## config.mk

```make
export PLATFORM = sky130hd
export DESIGN_NAME = ascii_hex_command_frame_parser_top_flat
export DESIGN_NICKNAME = d
export VERILOG_FILES = /design/src/rtl/ahcf_pkg.sv /design/src/rtl/ahcf_rx_if.sv /design/src/rtl/ahcf_cmd_if.sv /design/src/rtl/ascii_hex_command_frame_parser_top.sv /design/src/rtl/ahcf_cfg_regs.sv /design/src/rtl/ahcf_parser.sv /design/src/rtl/ahcf_out_stage.sv /design/src/flat_wrapper.sv
export SDC_FILE = /design/constraint.sdc
export NUM_CORES = 1
export LEC_CHECK = 0
export BUFFER_PORTS_ARGS = -buffer_cell sky130_fd_sc_hd__buf_2
export CORE_MARGIN = 2
export CORE_UTILIZATION = 54
export CTS_CLUSTER_SIZE = 28
export DETAILED_ROUTE_END_ITERATION = 16
export GPL_TIMING_DRIVEN = 0
export PLACE_DENSITY = 0.77
export RECOVER_POWER = 50
export SETUP_SLACK_MARGIN = 0.02
export SLEW_MARGIN = 10
export SYNTH_ARGS = -nofsm -noshare
export SYNTH_HDL_FRONTEND = slang
export SYNTH_SLANG_ARGS = --single-unit
```

## constraint.sdc

```tcl
create_clock -name clk -period 7.8 [get_ports clk]
set_input_delay 0.78 -clock clk [delete_from_list [all_inputs] [get_ports clk]]
set_output_delay 0.78 -clock clk [all_outputs]
set_load 0.01 [all_outputs]
```

## src/rtl/ahcf_pkg.sv

```systemverilog
package ahcf_pkg;

    localparam int unsigned ADDR_W = 4;
    localparam int unsigned DATA_W = 32;

    localparam logic [7:0] SOH_BYTE = 8'h01;
    localparam logic [7:0] EOT_BYTE = 8'h04;

    // Register indexes on the configuration port (byte address is 4 * index)
    localparam logic [1:0] REG_BOARD_ADDRESS   = 2'd0;
    localparam logic [1:0] REG_CHECK_CHAR_HIGH = 2'd1;
    localparam logic [1:0] REG_CHECK_CHAR_LOW  = 2'd2;

    localparam logic [7:0] BOARD_ADDRESS_RST   = 8'h00;
    localparam logic [7:0] CHECK_CHAR_HIGH_RST = 8'h30;
    localparam logic [7:0] CHECK_CHAR_LOW_RST  = 8'h30;

    localparam logic [7:0] LETTER_P = 8'h50;
    localparam logic [7:0] LETTER_I = 8'h49;
    localparam logic [7:0] LETTER_T = 8'h54;
    localparam logic [7:0] LETTER_S = 8'h53;
    localparam logic [7:0] LETTER_L = 8'h4C;
    localparam logic [7:0] LETTER_D = 8'h44;
    localparam logic [7:0] LETTER_M = 8'h4D;
    localparam logic [7:0] LETTER_F = 8'h46;
    localparam logic [7:0] LETTER_R = 8'h52;
    localparam logic [7:0] LETTER_C = 8'h43;

    localparam logic [3:0] CODE_P = 4'd0;
    localparam logic [3:0] CODE_I = 4'd1;
    localparam logic [3:0] CODE_T = 4'd2;
    localparam logic [3:0] CODE_S = 4'd3;
    localparam logic [3:0] CODE_L = 4'd4;
    localparam logic [3:0] CODE_D = 4'd5;
    localparam logic [3:0] CODE_M = 4'd6;
    localparam logic [3:0] CODE_F = 4'd7;
    localparam logic [3:0] CODE_R = 4'd8;
    localparam logic [3:0] CODE_C = 4'd9;

    typedef enum logic [3:0] {
        ST_IDLE     = 4'd0,
        ST_ADDR_HI  = 4'd1,
        ST_ADDR_LO  = 4'd2,
        ST_LETTER   = 4'd3,
        ST_P3       = 4'd4,
        ST_P2       = 4'd5,
        ST_P1       = 4'd6,
        ST_P0       = 4'd7,
        ST_CHK_HI   = 4'd8,
        ST_CHK_LO   = 4'd9,
        ST_WAIT_EOT = 4'd10,
        ST_RECOVER  = 4'd11
    } parse_state_t;

    typedef struct packed {
        logic [7:0] board_address;
        logic [7:0] check_char_high;
        logic [7:0] check_char_low;
    } cfg_t;

    typedef struct packed {
        logic        command_valid;
        logic [3:0]  command_code;
        logic [15:0] parameter_res;
        logic        unit_odd;
    } result_t;

    typedef struct packed {
        logic         found;
        logic [3:0]   code;
        parse_state_t first_state;
    } letter_dec_t;

    function automatic logic is_digit(input logic [7:0] c);
        return (c >= 8'h30) && (c <= 8'h39);
    endfunction

    function automatic logic is_upper_hex(input logic [7:0] c);
        return (c >= 8'h41) && (c <= 8'h46);
    endfunction

    function automatic logic hex_ok(input logic [7:0] c);
        return is_digit(c) || is_upper_hex(c);
    endfunction

    function automatic logic [3:0] hex_val(input logic [7:0] c);
        logic [7:0] d;
        d = 8'h00;
        if (is_upper_hex(c))
        begin
            d = c - 8'h37;
        end
        else if (is_digit(c))
        begin
            d = c - 8'h30;
        end
        return d[3:0];
    endfunction

    function automatic logic [7:0] hex_pair(input logic [7:0] hi, input logic [7:0] lo);
        return {hex_val(hi), hex_val(lo)};
    endfunction

    function automatic parse_state_t recover(input logic [7:0] c);
        return (c == SOH_BYTE) ? ST_ADDR_HI : ST_IDLE;
    endfunction

    // Letters with no digits go straight to the check characters.
    function automatic letter_dec_t decode_letter(input logic [7:0] c);
        letter_dec_t d;
        d = '{found: 1'b1, code: CODE_P, first_state: ST_CHK_HI};
        unique case (c)
            LETTER_P: d = '{found: 1'b1, code: CODE_P, first_state: ST_CHK_HI};
            LETTER_I: d = '{found: 1'b1, code: CODE_I, first_state: ST_P3};
            LETTER_T: d = '{found: 1'b1, code: CODE_T, first_state: ST_CHK_HI};
            LETTER_S: d = '{found: 1'b1, code: CODE_S, first_state: ST_CHK_HI};
            LETTER_L: d = '{found: 1'b1, code: CODE_L, first_state: ST_CHK_HI};
            LETTER_D: d = '{found: 1'b1, code: CODE_D, first_state: ST_CHK_HI};
            LETTER_M: d = '{found: 1'b1, code: CODE_M, first_state: ST_P3};
            LETTER_F: d = '{found: 1'b1, code: CODE_F, first_state: ST_P1};
            LETTER_R: d = '{found: 1'b1, code: CODE_R, first_state: ST_P1};
            LETTER_C: d = '{found: 1'b1, code: CODE_C, first_state: ST_P1};
            default:  d = '{found: 1'b0, code: CODE_P, first_state: recover(c)};
        endcase
        return d;
    endfunction

endpackage

```

## src/rtl/ahcf_rx_if.sv

```systemverilog
interface ahcf_rx_if;
    logic       valid;
    logic       ready;
    logic [7:0] rx_byte;

    modport source (output valid, output rx_byte, input ready);
    modport sink (input valid, input rx_byte, output ready);
endinterface

```

## src/rtl/ahcf_cmd_if.sv

```systemverilog
interface ahcf_cmd_if;
    logic        valid;
    logic        ready;
    logic        command_valid;
    logic [3:0]  command_code;
    logic [15:0] parameter_res;
    logic        unit_odd;

    modport source (
        output valid, output command_valid, output command_code,
        output parameter_res, output unit_odd, input ready
    );
    modport sink (
        input valid, input command_valid, input command_code,
        input parameter_res, input unit_odd, output ready
    );
endinterface

```

## src/rtl/ascii_hex_command_frame_parser_top.sv

```systemverilog
// A result beat is registered in the output stage, or in its skid entry while the output is stalled.
// Throughput: one byte per cycle while the skid entry is empty, held by the single parse-state register.
// A two-entry output buffer keeps the input open while one result is stalled.
// Reset: parser in its recovery state, accumulators cleared, output buffer empty,
// configuration registers at their defaults (board address 0, check bytes 0x30).
module ascii_hex_command_frame_parser_top (
    input  logic                         clk,
    input  logic                         rst_n,
    ahcf_rx_if.sink                      rx,
    ahcf_cmd_if.source                   cmd,
    input  logic                         psel,
    input  logic                         penable,
    input  logic                         pwrite,
    input  logic [ahcf_pkg::ADDR_W-1:0]  paddr,
    input  logic [ahcf_pkg::DATA_W-1:0]  pwdata,
    output logic [ahcf_pkg::DATA_W-1:0]  prdata,
    output logic                         pready
);

    ahcf_pkg::cfg_t    cfg;
    ahcf_pkg::result_t res;
    logic              stage_ready;
    logic              accept;

    assign rx.ready = stage_ready;
    assign accept   = rx.valid && stage_ready;

    ahcf_cfg_regs u_cfg_regs (
        .clk     (clk),
        .rst_n   (rst_n),
        .psel    (psel),
        .penable (penable),
        .pwrite  (pwrite),
        .paddr   (paddr),
        .pwdata  (pwdata),
        .prdata  (prdata),
        .pready  (pready),
        .cfg     (cfg)
    );

    ahcf_parser u_parser (
        .clk     (clk),
        .rst_n   (rst_n),
        .accept  (accept),
        .rx_byte (rx.rx_byte),
        .cfg     (cfg),
        .res     (res)
    );

    ahcf_out_stage u_out_stage (
        .clk   (clk),
        .rst_n (rst_n),
        .push  (accept),
        .res   (res),
        .ready (stage_ready),
        .cmd   (cmd)
    );

endmodule

```

## src/rtl/ahcf_cfg_regs.sv

```systemverilog
module ahcf_cfg_regs (
    input  logic                         clk,
    input  logic                         rst_n,
    input  logic                         psel,
    input  logic                         penable,
    input  logic                         pwrite,
    input  logic [ahcf_pkg::ADDR_W-1:0]  paddr,
    input  logic [ahcf_pkg::DATA_W-1:0]  pwdata,
    output logic [ahcf_pkg::DATA_W-1:0]  prdata,
    output logic                         pready,
    output ahcf_pkg::cfg_t               cfg
);

    ahcf_pkg::cfg_t cfg_reg;
    logic           wr_en;
    logic [1:0]     reg_index;

    assign pready    = 1'b1;
    assign wr_en     = psel && penable && pwrite;
    assign reg_index = paddr[ahcf_pkg::ADDR_W-1:2];
    assign cfg       = cfg_reg;

    always_ff @(posedge clk or negedge rst_n)
    begin
        if (!rst_n)
        begin
            cfg_reg.board_address   <= ahcf_pkg::BOARD_ADDRESS_RST;
            cfg_reg.check_char_high <= ahcf_pkg::CHECK_CHAR_HIGH_RST;
            cfg_reg.check_char_low  <= ahcf_pkg::CHECK_CHAR_LOW_RST;
        end
        else if (wr_en)
        begin
            unique case (reg_index)
                ahcf_pkg::REG_BOARD_ADDRESS:   cfg_reg.board_address   <= pwdata[7:0];
                ahcf_pkg::REG_CHECK_CHAR_HIGH: cfg_reg.check_char_high <= pwdata[7:0];
                ahcf_pkg::REG_CHECK_CHAR_LOW:  cfg_reg.check_char_low  <= pwdata[7:0];
                default: ;
            endcase
        end
    end

    always_comb
    begin
        prdata = '0;
        unique case (reg_index)
            ahcf_pkg::REG_BOARD_ADDRESS:   prdata[7:0] = cfg_reg.board_address;
            ahcf_pkg::REG_CHECK_CHAR_HIGH: prdata[7:0] = cfg_reg.check_char_high;
            ahcf_pkg::REG_CHECK_CHAR_LOW:  prdata[7:0] = cfg_reg.check_char_low;
            default:                       prdata = '0;
        endcase
    end

endmodule

```

## src/rtl/ahcf_parser.sv

```systemverilog
module ahcf_parser (
    input  logic                clk,
    input  logic                rst_n,
    input  logic                accept,
    input  logic [7:0]          rx_byte,
    input  ahcf_pkg::cfg_t      cfg,
    output ahcf_pkg::result_t   res
);

    ahcf_pkg::parse_state_t state_reg, state_next;
    logic [7:0]             pending_reg, pending_next;
    logic [15:0]            acc_reg, acc_next;
    logic [3:0]             cmd_reg, cmd_next;
    logic                   unit_reg, unit_next;

    ahcf_pkg::letter_dec_t  letter;
    logic                   byte_hex;
    logic [7:0]             pair;
    logic [7:0]             frame_addr;

    assign letter     = ahcf_pkg::decode_letter(rx_byte);
    assign byte_hex   = ahcf_pkg::hex_ok(rx_byte);
    assign pair       = ahcf_pkg::hex_pair(pending_reg, rx_byte);
    assign frame_addr = pair;

    always_ff @(posedge clk or negedge rst_n)
    begin
        if (!rst_n)
        begin
            state_reg   <= ahcf_pkg::ST_RECOVER;
            pending_reg <= '0;
            acc_reg     <= '0;
            cmd_reg     <= '0;
            unit_reg    <= 1'b0;
        end
        else if (accept)
        begin
            state_reg   <= state_next;
            pending_reg <= pending_next;
            acc_reg     <= acc_next;
            cmd_reg     <= cmd_next;
            unit_reg    <= unit_next;
        end
    end

    // Next state
    always_comb
    begin
        state_next = ahcf_pkg::recover(rx_byte);
        unique case (state_reg)
            ahcf_pkg::ST_IDLE:
                state_next = (rx_byte == ahcf_pkg::SOH_BYTE) ? ahcf_pkg::ST_ADDR_HI
                                                             : ahcf_pkg::ST_IDLE;
            ahcf_pkg::ST_ADDR_HI:
                if (byte_hex)
                begin
                    state_next = ahcf_pkg::ST_ADDR_LO;
                end
            ahcf_pkg::ST_ADDR_LO:
                if (byte_hex)
                begin
                    // Bit 0 only picks the unit, so it takes no part in the match.
                    state_next = ({frame_addr[7:1], 1'b0} == cfg.board_address)
                               ? ahcf_pkg::ST_LETTER : ahcf_pkg::ST_IDLE;
                end
            ahcf_pkg::ST_LETTER:
                state_next = letter.first_state;
            ahcf_pkg::ST_P3:
                if (byte_hex)
                begin
                    state_next = ahcf_pkg::ST_P2;
                end
            ahcf_pkg::ST_P2:
                if (byte_hex)
                begin
                    state_next = ahcf_pkg::ST_P1;
                end
            ahcf_pkg::ST_P1:
                if (byte_hex)
                begin
                    state_next = ahcf_pkg::ST_P0;
                end
            ahcf_pkg::ST_P0:
                if (byte_hex)
                begin
                    state_next = ahcf_pkg::ST_CHK_HI;
                end
            ahcf_pkg::ST_CHK_HI:
                if (rx_byte == cfg.check_char_high)
                begin
                    state_next = ahcf_pkg::ST_CHK_LO;
                end
            ahcf_pkg::ST_CHK_LO:
                if (rx_byte == cfg.check_char_low)
                begin
                    state_next = ahcf_pkg::ST_WAIT_EOT;
                end
            ahcf_pkg::ST_WAIT_EOT:
                if (rx_byte == ahcf_pkg::EOT_BYTE)
                begin
                    state_next = ahcf_pkg::ST_IDLE;
                end
            default:
                state_next = ahcf_pkg::recover(rx_byte);
        endcase
    end

    // Datapath and result
    always_comb
    begin
        pending_next = pending_reg;
        acc_next     = acc_reg;
        cmd_next     = cmd_reg;
        unit_next    = unit_reg;
        res          = '0;
        unique case (state_reg)
            ahcf_pkg::ST_ADDR_HI, ahcf_pkg::ST_P3, ahcf_pkg::ST_P1:
                if (byte_hex)
                begin
                    pending_next = rx_byte;
                end
            ahcf_pkg::ST_ADDR_LO:
                if (byte_hex)
                begin
                    unit_next = frame_addr[0];
                end
            ahcf_pkg::ST_LETTER:
                if (letter.found)
                begin
                    cmd_next     = letter.code;
                    pending_next = '0;
                    acc_next     = '0;
                end
            ahcf_pkg::ST_P2:
                if (byte_hex)
                begin
                    acc_next = {pair, 8'h00};
                end
            ahcf_pkg::ST_P0:
                if (byte_hex)
                begin
                    acc_next = acc_reg + {8'h00, pair};
                end
            ahcf_pkg::ST_WAIT_EOT:
                if (rx_byte == ahcf_pkg::EOT_BYTE)
                begin
                    res.command_valid = 1'b1;
                    res.command_code  = cmd_reg;
                    res.parameter_res = acc_reg;
                end
            default: ;
        endcase
        res.unit_odd = unit_next;
    end

endmodule

```

## src/rtl/ahcf_out_stage.sv

```systemverilog
module ahcf_out_stage (
    input  logic                clk,
    input  logic                rst_n,
    input  logic                push,
    input  ahcf_pkg::result_t   res,
    output logic                ready,
    ahcf_cmd_if.source          cmd
);

    logic              out_valid_reg, out_valid_next;
    logic              skid_valid_reg, skid_valid_next;
    ahcf_pkg::result_t out_data_reg, out_data_next;
    ahcf_pkg::result_t skid_data_reg, skid_data_next;
    logic              pop;

    // The skid entry takes a beat that arrives while the output is stalled.
    assign ready = !skid_valid_reg;
    assign pop   = out_valid_reg && cmd.ready;

    always_comb
    begin
        out_valid_next  = out_valid_reg;
        out_data_next   = out_data_reg;
        skid_valid_next = skid_valid_reg;
        skid_data_next  = skid_data_reg;
        if (pop)
        begin
            out_valid_next  = skid_valid_reg;
            out_data_next   = skid_data_reg;
            skid_valid_next = 1'b0;
        end
        if (push)
        begin
            if (out_valid_reg && !cmd.ready)
            begin
                skid_valid_next = 1'b1;
                skid_data_next  = res;
            end
            else
            begin
                out_valid_next = 1'b1;
                out_data_next  = res;
            end
        end
    end

    always_ff @(posedge clk or negedge rst_n)
    begin
        if (!rst_n)
        begin
            out_valid_reg  <= 1'b0;
            skid_valid_reg <= 1'b0;
        end
        else
        begin
            out_valid_reg  <= out_valid_next;
            skid_valid_reg <= skid_valid_next;
        end
    end

    always_ff @(posedge clk)
    begin
        out_data_reg  <= out_data_next;
        skid_data_reg <= skid_data_next;
    end

    assign cmd.valid         = out_valid_reg;
    assign cmd.command_valid = out_data_reg.command_valid;
    assign cmd.command_code  = out_data_reg.command_code;
    assign cmd.parameter_res = out_data_reg.parameter_res;
    assign cmd.unit_odd      = out_data_reg.unit_odd;

endmodule

```

## src/flat_wrapper.sv

```systemverilog
// flat-port wrapper written by rule: the top's interface ports become plain ports
module ascii_hex_command_frame_parser_top_flat 
  (clk, rst_n, psel, penable, pwrite, paddr, pwdata, prdata, pready, rx_valid, rx_rx_byte, rx_ready, cmd_valid, cmd_command_valid, cmd_command_code, cmd_parameter_res, cmd_unit_odd, cmd_ready);
  ahcf_rx_if rx_i ();
  ahcf_cmd_if cmd_i ();
  input  logic clk;
  input  logic rst_n;
  input  logic psel;
  input  logic penable;
  input  logic pwrite;
  input  logic [ahcf_pkg::ADDR_W-1:0] paddr;
  input  logic [ahcf_pkg::DATA_W-1:0] pwdata;
  output logic [ahcf_pkg::DATA_W-1:0] prdata;
  output logic pready;
  input wire logic [$bits(rx_i.valid)-1:0] rx_valid;
  input wire logic [$bits(rx_i.rx_byte)-1:0] rx_rx_byte;
  output wire logic [$bits(rx_i.ready)-1:0] rx_ready;
  output wire logic [$bits(cmd_i.valid)-1:0] cmd_valid;
  output wire logic [$bits(cmd_i.command_valid)-1:0] cmd_command_valid;
  output wire logic [$bits(cmd_i.command_code)-1:0] cmd_command_code;
  output wire logic [$bits(cmd_i.parameter_res)-1:0] cmd_parameter_res;
  output wire logic [$bits(cmd_i.unit_odd)-1:0] cmd_unit_odd;
  input wire logic [$bits(cmd_i.ready)-1:0] cmd_ready;
  assign rx_i.valid = rx_valid;
  assign rx_i.rx_byte = rx_rx_byte;
  assign rx_ready = rx_i.ready;
  assign cmd_valid = cmd_i.valid;
  assign cmd_command_valid = cmd_i.command_valid;
  assign cmd_command_code = cmd_i.command_code;
  assign cmd_parameter_res = cmd_i.parameter_res;
  assign cmd_unit_odd = cmd_i.unit_odd;
  assign cmd_i.ready = cmd_ready;
  ascii_hex_command_frame_parser_top u_core (.clk(clk), .rst_n(rst_n), .rx(rx_i), .cmd(cmd_i), .psel(psel), .penable(penable), .pwrite(pwrite), .paddr(paddr), .pwdata(pwdata), .prdata(prdata), .pready(pready));
endmodule
```

==> results.py, run 1 <==
metrics = {
    "clock_network": {
        "cts_hold_buf": 0,
        "clock_latency_ps": 350,
        "htree_num_levels": 3,
        "clkTransAtPathRegs_ps": 80,
        "cts_inserted_buffers": 9,
        "cts_resized": 0,
        "cts-root-buf": "clkbuf_16",
        "cts_tree": "built",
        "clockBufferDepth": 2,
        "cts_sinks": 103,
        "cts_setup_buffers": 0,
    },
    "global_route": {
        "grt_use_total": 0.2421,
        "grt.overflow.total": 0,
        "grt_antenna_before_repair": 0,
        "grt_pass1_wl_mm": 24.63,
        "first_global_vias": 5011,
        "grt_max_degree": 60,
    },
    "die": {
        "fp.dieArea_um2": 12420,
        "ios": 108,
        "die_height_um": 111.4,
        "initial_core_util": 0.5505,
        "die_w_um": 111.4,
        "num_rows": 39,
        "core_region_area_um2": 11320,
    },
    "detailed_routing": {
        "ant_nets": 0,
        "wire_per_inst_um": 16.55,
        "drc": 0,
        "via_per_inst": 5.724,
        "firstDrtPassIters": 6,
        "via_count": 5066,
        "drtIter0Drc": 376,
        "wl_mm": 14.65,
    },
    "logic_synthesis": {
        "ys_seq_elements": 103,
        "async_flop_share": 0.5728,
        "syn_area_um2": 6232,
        "synthTopCellsByArea": "dfrtp_1, edfxtp_1, dfxtp_1, mux2i_1, mux2_2",
        "synth_top_area_share": 0.2088,
        "synth_cell_type_count": 74,
        "ys_warn_count": 0,
        "ys_seq_area_frac": 0.4150,
        "synth_edf_count": 22,
        "synthFlopType": "dfrtp_1",
        "netlist_instances": 650,
        "syn_area_per_cell_um2": 9.588,
        "yosys.area.top_type": "dfrtp_1",
    },
    "critical_path": {
        "path_max_fanout": 6,
        "cp.required_ps": 8030,
        "critPathCaptureType": "flip-flop",
        "crit_type": "in -> reg",
        "cp_data_arrival_time_ps": 4660,
        "cp-start-kind": "input port",
    },
    "timing": {
        "period_share": 0.5689,
        "maxSlewViolCount": 60,
        "finalHoldViolations": 0,
        "fin_crit_ps": 4437,
        "fmax_ghz": 0.2254,
        "setup_violations": 0,
        "rsz0062_at_grt": "no",
        "maxSlewHeadroom": -1.135,
        "setup_ws_ps": 3363,
        "setup_tns_ps": 0,
        "finalClockSkew_ps": 9.148,
        "max_slew.worst_pin.slew_ps": 3202,
    },
    "min_path": {
        "min_path_type": "reg -> reg",
    },
    "final_layout": {
        "nets": 808,
        "drive_gt1_frac": 0.1698,
        "mostFrequentLayoutCells": "nand2_1, dfrtp_1, clkbuf_1, o21ai_0, mux2i_1",
        "largest_reg_flops": 24,
        "num_antenna_cells": 0,
        "final_common_cell": "nand2_1",
        "areaGrowthSynthToFinish_pct": 12.91,
    },
    "status": {
        "violations": "max-capacitance violations, max-slew violations",
        "status": "finished, violations left",
    },
    "placed_design": {
        "place_ws_ps": 3123,
        "place.detailed.hpwl_mm": 10.95,
        "portBuffers": 53,
        "place_congestion": 0.9414,
    },
    "flow_run": {
        "max-cap-violations": 1,
    },
    "power": {
        "peakVddDrop_v": 0.0002567,
        "p_leak_nw": 3.154,
        "pwr_density_cell_nw_per_um2": 238.1,
    },
}
[routing by layer]
metal  wire length, um  vias up  part of all wire  global-route usage
met5                 0        -                 0                   0
met4               294        0             0.020             0.08560
met3               860       25             0.059             0.04300
met2              7040      196              0.48              0.4037
met1              6451     2407              0.44              0.3200
li1                  -     2438                 -                   -
[worst max-delay path, cell delays in order]
cell and delay (ps):
buf_2 100, clkbuf_1 340, inv_1 130, ha_1 310
a41oi_1 360, and2_1 200, mux2_2 220, ha_1 190
inv_1 60, fa_1 400, nor2b_1 190, o21bai_1 90
a21boi_0 340, o211ai_1 260, nor3_1 420, a21o_1 190
nand4_1 90
[power by group]
| part | leakage [nW] | switching [mW] | internal, mW |
|---|---|---|---|
| clock | 0.150 | 0.223 | 0.231 |
| combinational | 1.91 | 0.268 | 0.191 |
| sequential | 1.10 | 0.0894 | 0.673 |
| total | 3.15 | 0.581 | 1.09 |
[through the flow]
step	total power [mW]	hold slack, ps	utilization	area, um^2	cells
finish	1.676	515.6	0.6216	7037	885
global route	1.772	534.2	0.6216	7037	885
CTS	1.697	513.2	0.6247	7072	885
detailed placement	1.242	494.9	0.5976	6765	869
global placement	1.217	491.6	0.5974	6763	869
floorplan	1.075	450.5	-	6319	673
[cells in the mapped netlist (4+ instances only)]
cell type,instances
a22oi_1,6
buf_1,4
clkbuf_1,17
and2_1,25
a21oi_1,22
a21o_1,5
buf_4,28
nor2_1,35
o21ai_0,44
nor3b_1,5
nand3_1,17
nand3b_1,6
ha_1,19
nand4_1,6
edfxtp_1,22
a31oi_1,5
buf_2,5
o21bai_1,5
xnor2_1,24
nor3_1,11
a22o_1,4
mux2i_1,37
mux2_2,26
o22ai_1,4
dfstp_2,7
xor2_1,5
nand2_1,68
and3_1,5
o211ai_1,4
dfxtp_1,22
nand2b_1,10
nor2b_1,6
inv_1,26
o31ai_1,9
dfrtp_1,52
[final timing paths]
| check | startpoint | end | slack, ps | cells after the start |
|---|---|---|---|---|
| worst max register to register | u_core.u_parser.pending_reg[1]$_DFFE_PN0P_ | u_core.u_parser.acc_reg[15]$_DFFE_PN0P_ | 3810 | 14 |
| worst min-delay path | u_core.u_parser.pending_reg[7]$_DFFE_PN0P_ | u_core.u_parser.pending_reg[7]$_DFFE_PN0P_ | 520 | 1 |
| worst max-delay path | rx_rx_byte[0] | u_core.u_parser.acc_reg[14]$_DFFE_PN0P_ | 3360 | 17 |
| max in group asynchronous | rst_n | u_core.u_cfg_regs.cfg[20]$_DFFE_PN0P_ | 4510 | 1 |
| worst min register to register | u_core.u_parser.pending_reg[7]$_DFFE_PN0P_ | u_core.u_parser.pending_reg[7]$_DFFE_PN0P_ | 520 | 1 |
| min in group asynchronous | rst_n | u_core.u_parser.acc_reg[6]$_DFFE_PN0P_ | 1490 | 1 |
[cell type report]
| class | count | area (um^2) |
|---|---|---|
| Multi-Input combinational cell | 488 | 3306 |
| Clock buffer | 9 | 225.2 |
| Inverter | 27 | 101.3 |
| Timing Repair Buffer | 53 | 232.7 |
| Fill cell | 954 | 4284 |
| Buffer | 55 | 325.3 |
| Tap cell | 143 | 178.9 |
| Sequential cell | 103 | 2586 |
| Clock inverter | 7 | 81.33 |
[cell families (layout without fill, tap and decap cells)]
kind of cell,count (synthesis),count (layout),synth area share
multiplexers,64,64,0.1086
AO/OA/AOI/OAI,132,132,0.1383
adder cells (fa/ha/maj),20,20,0.04136
AND/OR/NAND/NOR,218,218,0.1863
other,2,25,0.001205
buffers and inverters,82,151,0.06846
flip-flops,103,103,0.4150
XOR/XNOR,29,29,0.04075
No activity file was read; power rests on OpenSTA's default activity.
==> run 2: changes to the inputs <==
- CORE_UTILIZATION: 54 -> 51
- clock period: 7.8 -> 3.6 ns (I/O delays scaled with it)
==> results.py, run 2 (synthesized netlist as in run 1, its figures left out) <==
metrics = {
    "timing": {
        "maxSlewHeadroom": 0.05708,
        "maxSlewViolCount": 0,
        "whs_ps": 72.92,
        "period_share": 0.9707,
        "finalHoldViolations": 0,
        "max_slew.worst_pin.slew_ps": 1411,
        "fin_crit_ps": 3495,
        "finalClockSkew_ps": 11.24,
        "setup_violations": 0,
        "fmax_ghz": 0.2862,
    },
    "global_route": {
        "grt_use_total": 0.2282,
        "grt_pass1_wl_mm": 23.89,
        "grt.overflow.total": 0,
        "grt_antenna_before_repair": 0,
        "grt_max_degree": 60,
        "first_global_vias": 4882,
    },
    "clock_network": {
        "htree_num_levels": 3,
        "cts_inserted_buffers": 9,
        "cts_hold_buf": 0,
        "clkTransAtPathRegs_ps": 70,
        "cts_sinks": 103,
        "clockBufferDepth": 2,
        "clock_latency_ps": 350,
        "cts_tree": "built",
        "cts-root-buf": "clkbuf_16",
    },
    "die": {
        "fp.dieArea_um2": 13120,
        "num_rows": 40,
        "die_w_um": 114.5,
        "core_region_area_um2": 11960,
        "die_height_um": 114.5,
        "initial_core_util": 0.5210,
        "ios": 108,
    },
    "final_layout": {
        "final_common_cell": "nand2_1",
        "finalNonFillerCells": 900,
        "areaGrowthSynthToFinish_pct": 17.71,
        "drive_gt1_frac": 0.2297,
        "nets": 819,
        "seq_area_um2": 2589,
        "nFillCells": 1019,
        "mostFrequentLayoutCells": "nand2_1, dfrtp_1, o21ai_0, clkbuf_1, buf_4",
        "largest_reg_flops": 24,
        "multiInputGateArea_um2": 3481,
        "num_antenna_cells": 0,
    },
    "placed_design": {
        "portBuffers": 53,
        "place.detailed.hpwl_mm": 10.78,
        "place_congestion": 0.9510,
        "dpl.cell_count": 873,
    },
    "critical_path": {
        "path_max_fanout": 3,
        "cp.required_ps": 3890,
        "crit_path_top_delay_cell": "or4_1",
        "path_cells": "inv_2 > ha_2 > or4b_4 > and4_4 > and3_4 > nor2_4 > inv_2 > ha_4 > nand2_2 > a2111oi_4 > o31a_1 > and3_4 > nand3_1 > or4_1 > nand4_1",
        "crit_type": "reg -> reg",
        "critPathMaxStageDelay_ps": 510,
        "crit_family": "simple AND/OR/NAND/NOR gates",
        "rrSetupSlack_ps": 110,
        "cp_data_arrival_time_ps": 3780,
        "critPathCaptureType": "flip-flop",
        "worst-path-buf-inv": 2,
        "cp-start-kind": "flip-flop",
    },
    "power": {
        "combPwrFrac": 0.276,
        "pwr_density_cell_nw_per_um2": 506.9,
        "p_leak_nw": 3.196,
        "sw_frac_of_total": 0.3395,
        "power_switching_mw": 1.262,
        "power_frac_seq": 0.444,
        "p_clk_frac": 0.280,
        "peakVddDrop_v": 0.0002332,
        "p_int_mw": 2.456,
    },
    "detailed_routing": {
        "via_per_inst": 5.684,
        "drtIter0Drc": 352,
        "wire_per_inst_um": 16.37,
        "wl_mm": 14.73,
        "ant_nets": 0,
        "via_count": 5116,
        "drc": 0,
        "firstDrtPassIters": 5,
    },
    "min_path": {
        "min_path_type": "in -> async",
    },
    "status": {
        "status": "completed",
    },
    "flow_run": {
        "max-cap-violations": 0,
    },
}
[run 2: cell count changes in the layout (fill, tap and decap cells not counted), moves of 2 or more]
cell,previous run,this run
ha_1,19,8
ha_2,0,6
ha_4,0,5
buf_4,28,40
inv_1,26,21
dfrtp_2,0,2
inv_2,1,6
dfrtp_1,52,50
clkbuf_1,44,41
[run 2: area by class of cell]
type,count,area share
Sequential cell,103,0.3529
Clock buffer,9,0.03070
Timing Repair Buffer,64,0.04349
Tap cell,147,0.02507
Multi-Input combinational cell,488,0.4745
Clock inverter,7,0.01364
Inverter,27,0.01382
Buffer,55,0.04588
[run 2: path summary, 6_finish.rpt]
| path | startpoint | end | depth (start not counted) |
|---|---|---|---|
| setup / recovery | u_core.u_parser.pending_reg[0]$_DFFE_PN0P_ | u_core.u_parser.acc_reg[15]$_DFFE_PN0P_ | 15 |
| hold / removal | rst_n | u_core.u_parser.acc_reg[4]$_DFFE_PN0P_ | 1 |
| setup reg to reg | u_core.u_parser.pending_reg[0]$_DFFE_PN0P_ | u_core.u_parser.acc_reg[15]$_DFFE_PN0P_ | 15 |
| hold reg to reg | u_core.u_parser.cmd_reg[3]$_DFFE_PN0P_ | u_core.u_parser.cmd_reg[3]$_DFFE_PN0P_ | 1 |
| max in group asynchronous | rst_n | u_core.u_parser.pending_reg[0]$_DFFE_PN0P_ | 1 |
| min in group clk | pwdata[4] | u_core.u_cfg_regs.cfg[12]$_DFFE_PN1P_ | 2 |
[run 2: layer usage]
| layer | track usage | part of all wire | up-vias | wire, um |
|---|---|---|---|---|
| met4 | 0.07561 | 0.026 | 0 | 376 |
| met3 | 0.03441 | 0.061 | 34 | 904 |
| met5 | 0 | 0 | - | 0 |
| li1 | - | - | 2449 | - |
| met1 | 0.2925 | 0.44 | 2425 | 6427 |
| met2 | 0.3953 | 0.48 | 208 | 7023 |
[run 2: power by group through the flow]
stage | registers, mW | clock network [mW] | logic (mW)
3_5_place_dp | 1.67 | 0 | 1.01
4_1_cts | 1.64 | 1.06 | 1.03
6_report | 1.65 | 1.04 | 1.03
2_1_floorplan | 1.68 | 0 | 0.649
5_1_grt | 1.69 | 1.10 | 1.13
3_3_place_gp | 1.65 | 0 | 0.976
[run 2: metrics by stage]
stage                     TNS [ps]  total power [mW]  utilization  worst slack (ps)  cell area (um^2)
after floorplan                  0             2.330            -             26.54              6320
after global placement       -2170             2.630       0.5659            -569.0              6769
after detailed placement     -3312             2.678       0.5661            -673.9              6771
after CTS                        0             3.733       0.6023             20.30              7204
after global routing        -120.5             3.916       0.6133            -33.84              7336
final                            0             3.718       0.6133             105.4              7336
[run 2: timing repair]
| action | CTS | global route |
|---|---|---|
| setup endpoints to repair | 5 | 6 |
| resized for setup | 21 | 24 |
| pin swaps | 1 | 9 |
| buffers inserted | 3 | 8 |
==> run 3: changes to the inputs <==
- CORE_UTILIZATION: 51 -> 54
- clock period: 3.6 -> 3.95 ns (I/O delays scaled with it)
==> results.py, run 3 (synthesized netlist as in run 1, its figures left out) <==
metrics = {
    "clock_network": {
        "cts_hold_buf": 0,
        "cts_sinks": 103,
        "htree_num_levels": 3,
        "clkTransAtPathRegs_ps": 80,
        "clockBufferDepth": 2,
        "cts-root-buf": "clkbuf_16",
        "clock_latency_ps": 360,
        "cts_inserted_buffers": 9,
        "cts_tree": "built",
    },
    "critical_path": {
        "crit_family": "simple AND/OR/NAND/NOR gates",
        "critPathCaptureType": "flip-flop",
        "r2r-start": "u_core.u_parser.pending_reg[0]$_DFFE_PN0P_",
        "path_max_fanout": 6,
        "cp.required_ps": 4250,
        "path_cells": "buf_2 > clkbuf_2 > inv_1 > ha_1 > nor4bb_1 > a22o_1 > a22o_1 > or2_2 > ha_1 > a21oi_1 > a2111oi_2 > o31a_1 > and3_4 > nand3_1 > or4_1 > nand4_1",
        "cp-start-kind": "input port",
        "crit_type": "in -> reg",
        "startpoint": "rx_rx_byte[0]",
        "cp_data_arrival_time_ps": 3990,
        "crit_path_top_delay_cell": "or4_1",
        "worst-path-buf-inv": 3,
        "critPathMaxStageDelay_ps": 510,
    },
    "power": {
        "pwr_density_cell_nw_per_um2": 467.3,
        "p_leak_nw": 3.161,
        "peakVddDrop_v": 0.0005053,
    },
    "global_route": {
        "grt_antenna_before_repair": 0,
        "grt_use_total": 0.2421,
        "first_global_vias": 5011,
        "grt_max_degree": 60,
        "grt.overflow.total": 0,
        "grt_pass1_wl_mm": 24.63,
    },
    "timing": {
        "finalClockSkew_ps": 8.588,
        "fin_crit_ps": 3692,
        "fmax_ghz": 0.2709,
        "period_share": 0.9347,
        "maxSlewHeadroom": -1.154,
        "rsz0062_at_grt": "no",
        "finalHoldViolations": 0,
        "setup_violations": 0,
        "max_slew.worst_pin.slew_ps": 3231,
        "whs_ps": 294.2,
        "setup_tns_ps": 0,
        "setup_ws_ps": 258.1,
        "maxSlewViolCount": 60,
    },
    "final_layout": {
        "nets": 810,
        "largest_reg_flops": 24,
        "mostFrequentLayoutCells": "nand2_1, dfrtp_1, o21ai_0, clkbuf_1, mux2i_1",
        "nFillCells": 949,
        "multiInputGateArea_um2": 3363,
        "areaGrowthSynthToFinish_pct": 14.15,
        "num_antenna_cells": 0,
        "drive_gt1_frac": 0.1895,
        "utilization": 0.6284,
        "finalNonFillerCells": 887,
        "final_common_cell": "nand2_1",
        "seq_area_um2": 2589,
    },
    "detailed_routing": {
        "drc": 0,
        "wl_mm": 14.77,
        "ant_nets": 0,
        "firstDrtPassIters": 6,
        "via_per_inst": 5.680,
        "wire_per_inst_um": 16.65,
        "via_count": 5038,
        "drtIter0Drc": 361,
    },
    "die": {
        "initial_core_util": 0.5505,
        "die_w_um": 111.4,
        "ios": 108,
        "die_height_um": 111.4,
        "core_region_area_um2": 11320,
        "num_rows": 39,
        "fp.dieArea_um2": 12420,
    },
    "status": {
        "violations": "max-capacitance violations, max-slew violations",
        "status": "finished, violations left",
    },
    "placed_design": {
        "dpl.cell_count": 869,
        "place.detailed.hpwl_mm": 10.95,
        "place_ws_ps": -341.9,
        "place_congestion": 0.9414,
        "portBuffers": 53,
    },
    "min_path": {
        "min_path_type": "in -> reg",
        "worstHoldStart": "pwdata[7]",
    },
    "flow_run": {
        "max-cap-violations": 1,
    },
}
[run 3: power breakdown]
part | total [mW] | switching (mW) | internal [mW]
sequential | 1.51 | 0.179 | 1.33
combinational | 0.913 | 0.532 | 0.381
clock | 0.902 | 0.446 | 0.456
[run 3: through the flow]
step,instance area (um^2),power [mW]
floorplan,6319,2.123
global placement,6763,2.403
detailed placement,6765,2.453
CTS,7073,3.351
global route,7114,3.509
finish,7114,3.324
[run 3: cell type report]
cell class / count / area share
Multi-Input combinational cell: 488 / 0.4727
Sequential cell: 103 / 0.3639
Buffer: 55 / 0.04608
Timing Repair Buffer: 55 / 0.03482
Clock buffer: 9 / 0.03166
Tap cell: 143 / 0.02515
Inverter: 27 / 0.01425
Clock inverter: 7 / 0.01143
[run 3: per-layer routing]
layer | GRT usage | vias up | share of wire
met1 | 0.3200 | 2398 | 0.44
li1 | - | 2442 | -
met4 | 0.08560 | 0 | 0.021
met2 | 0.4037 | 170 | 0.48
met5 | 0 | - | 0
met3 | 0.04300 | 28 | 0.053
[run 3: timing repair]
action	4_1_cts	5_1_grt
setup buffers	0	2
cloned	0	0
endpoints found under the setup margin	1	6
pin swaps	0	1
gates resized for setup	1	17
[run 3: worst paths after layout]
path | endpoint | slack, ps | cells after the start
min | u_core.u_cfg_regs.cfg[7]$_DFFE_PN0P_ | 290 | 2
max | u_core.u_parser.acc_reg[15]$_DFFE_PN0P_ | 260 | 16
max in group asynchronous | u_core.u_parser.pending_reg[1]$_DFFE_PN0P_ | 780 | 1
min in group asynchronous | u_core.u_parser.acc_reg[6]$_DFFE_PN0P_ | 1110 | 1
min reg2reg | u_core.u_parser.pending_reg[7]$_DFFE_PN0P_ | 520 | 1
max reg2reg | u_core.u_parser.acc_reg[15]$_DFFE_PN0P_ | 260 | 15
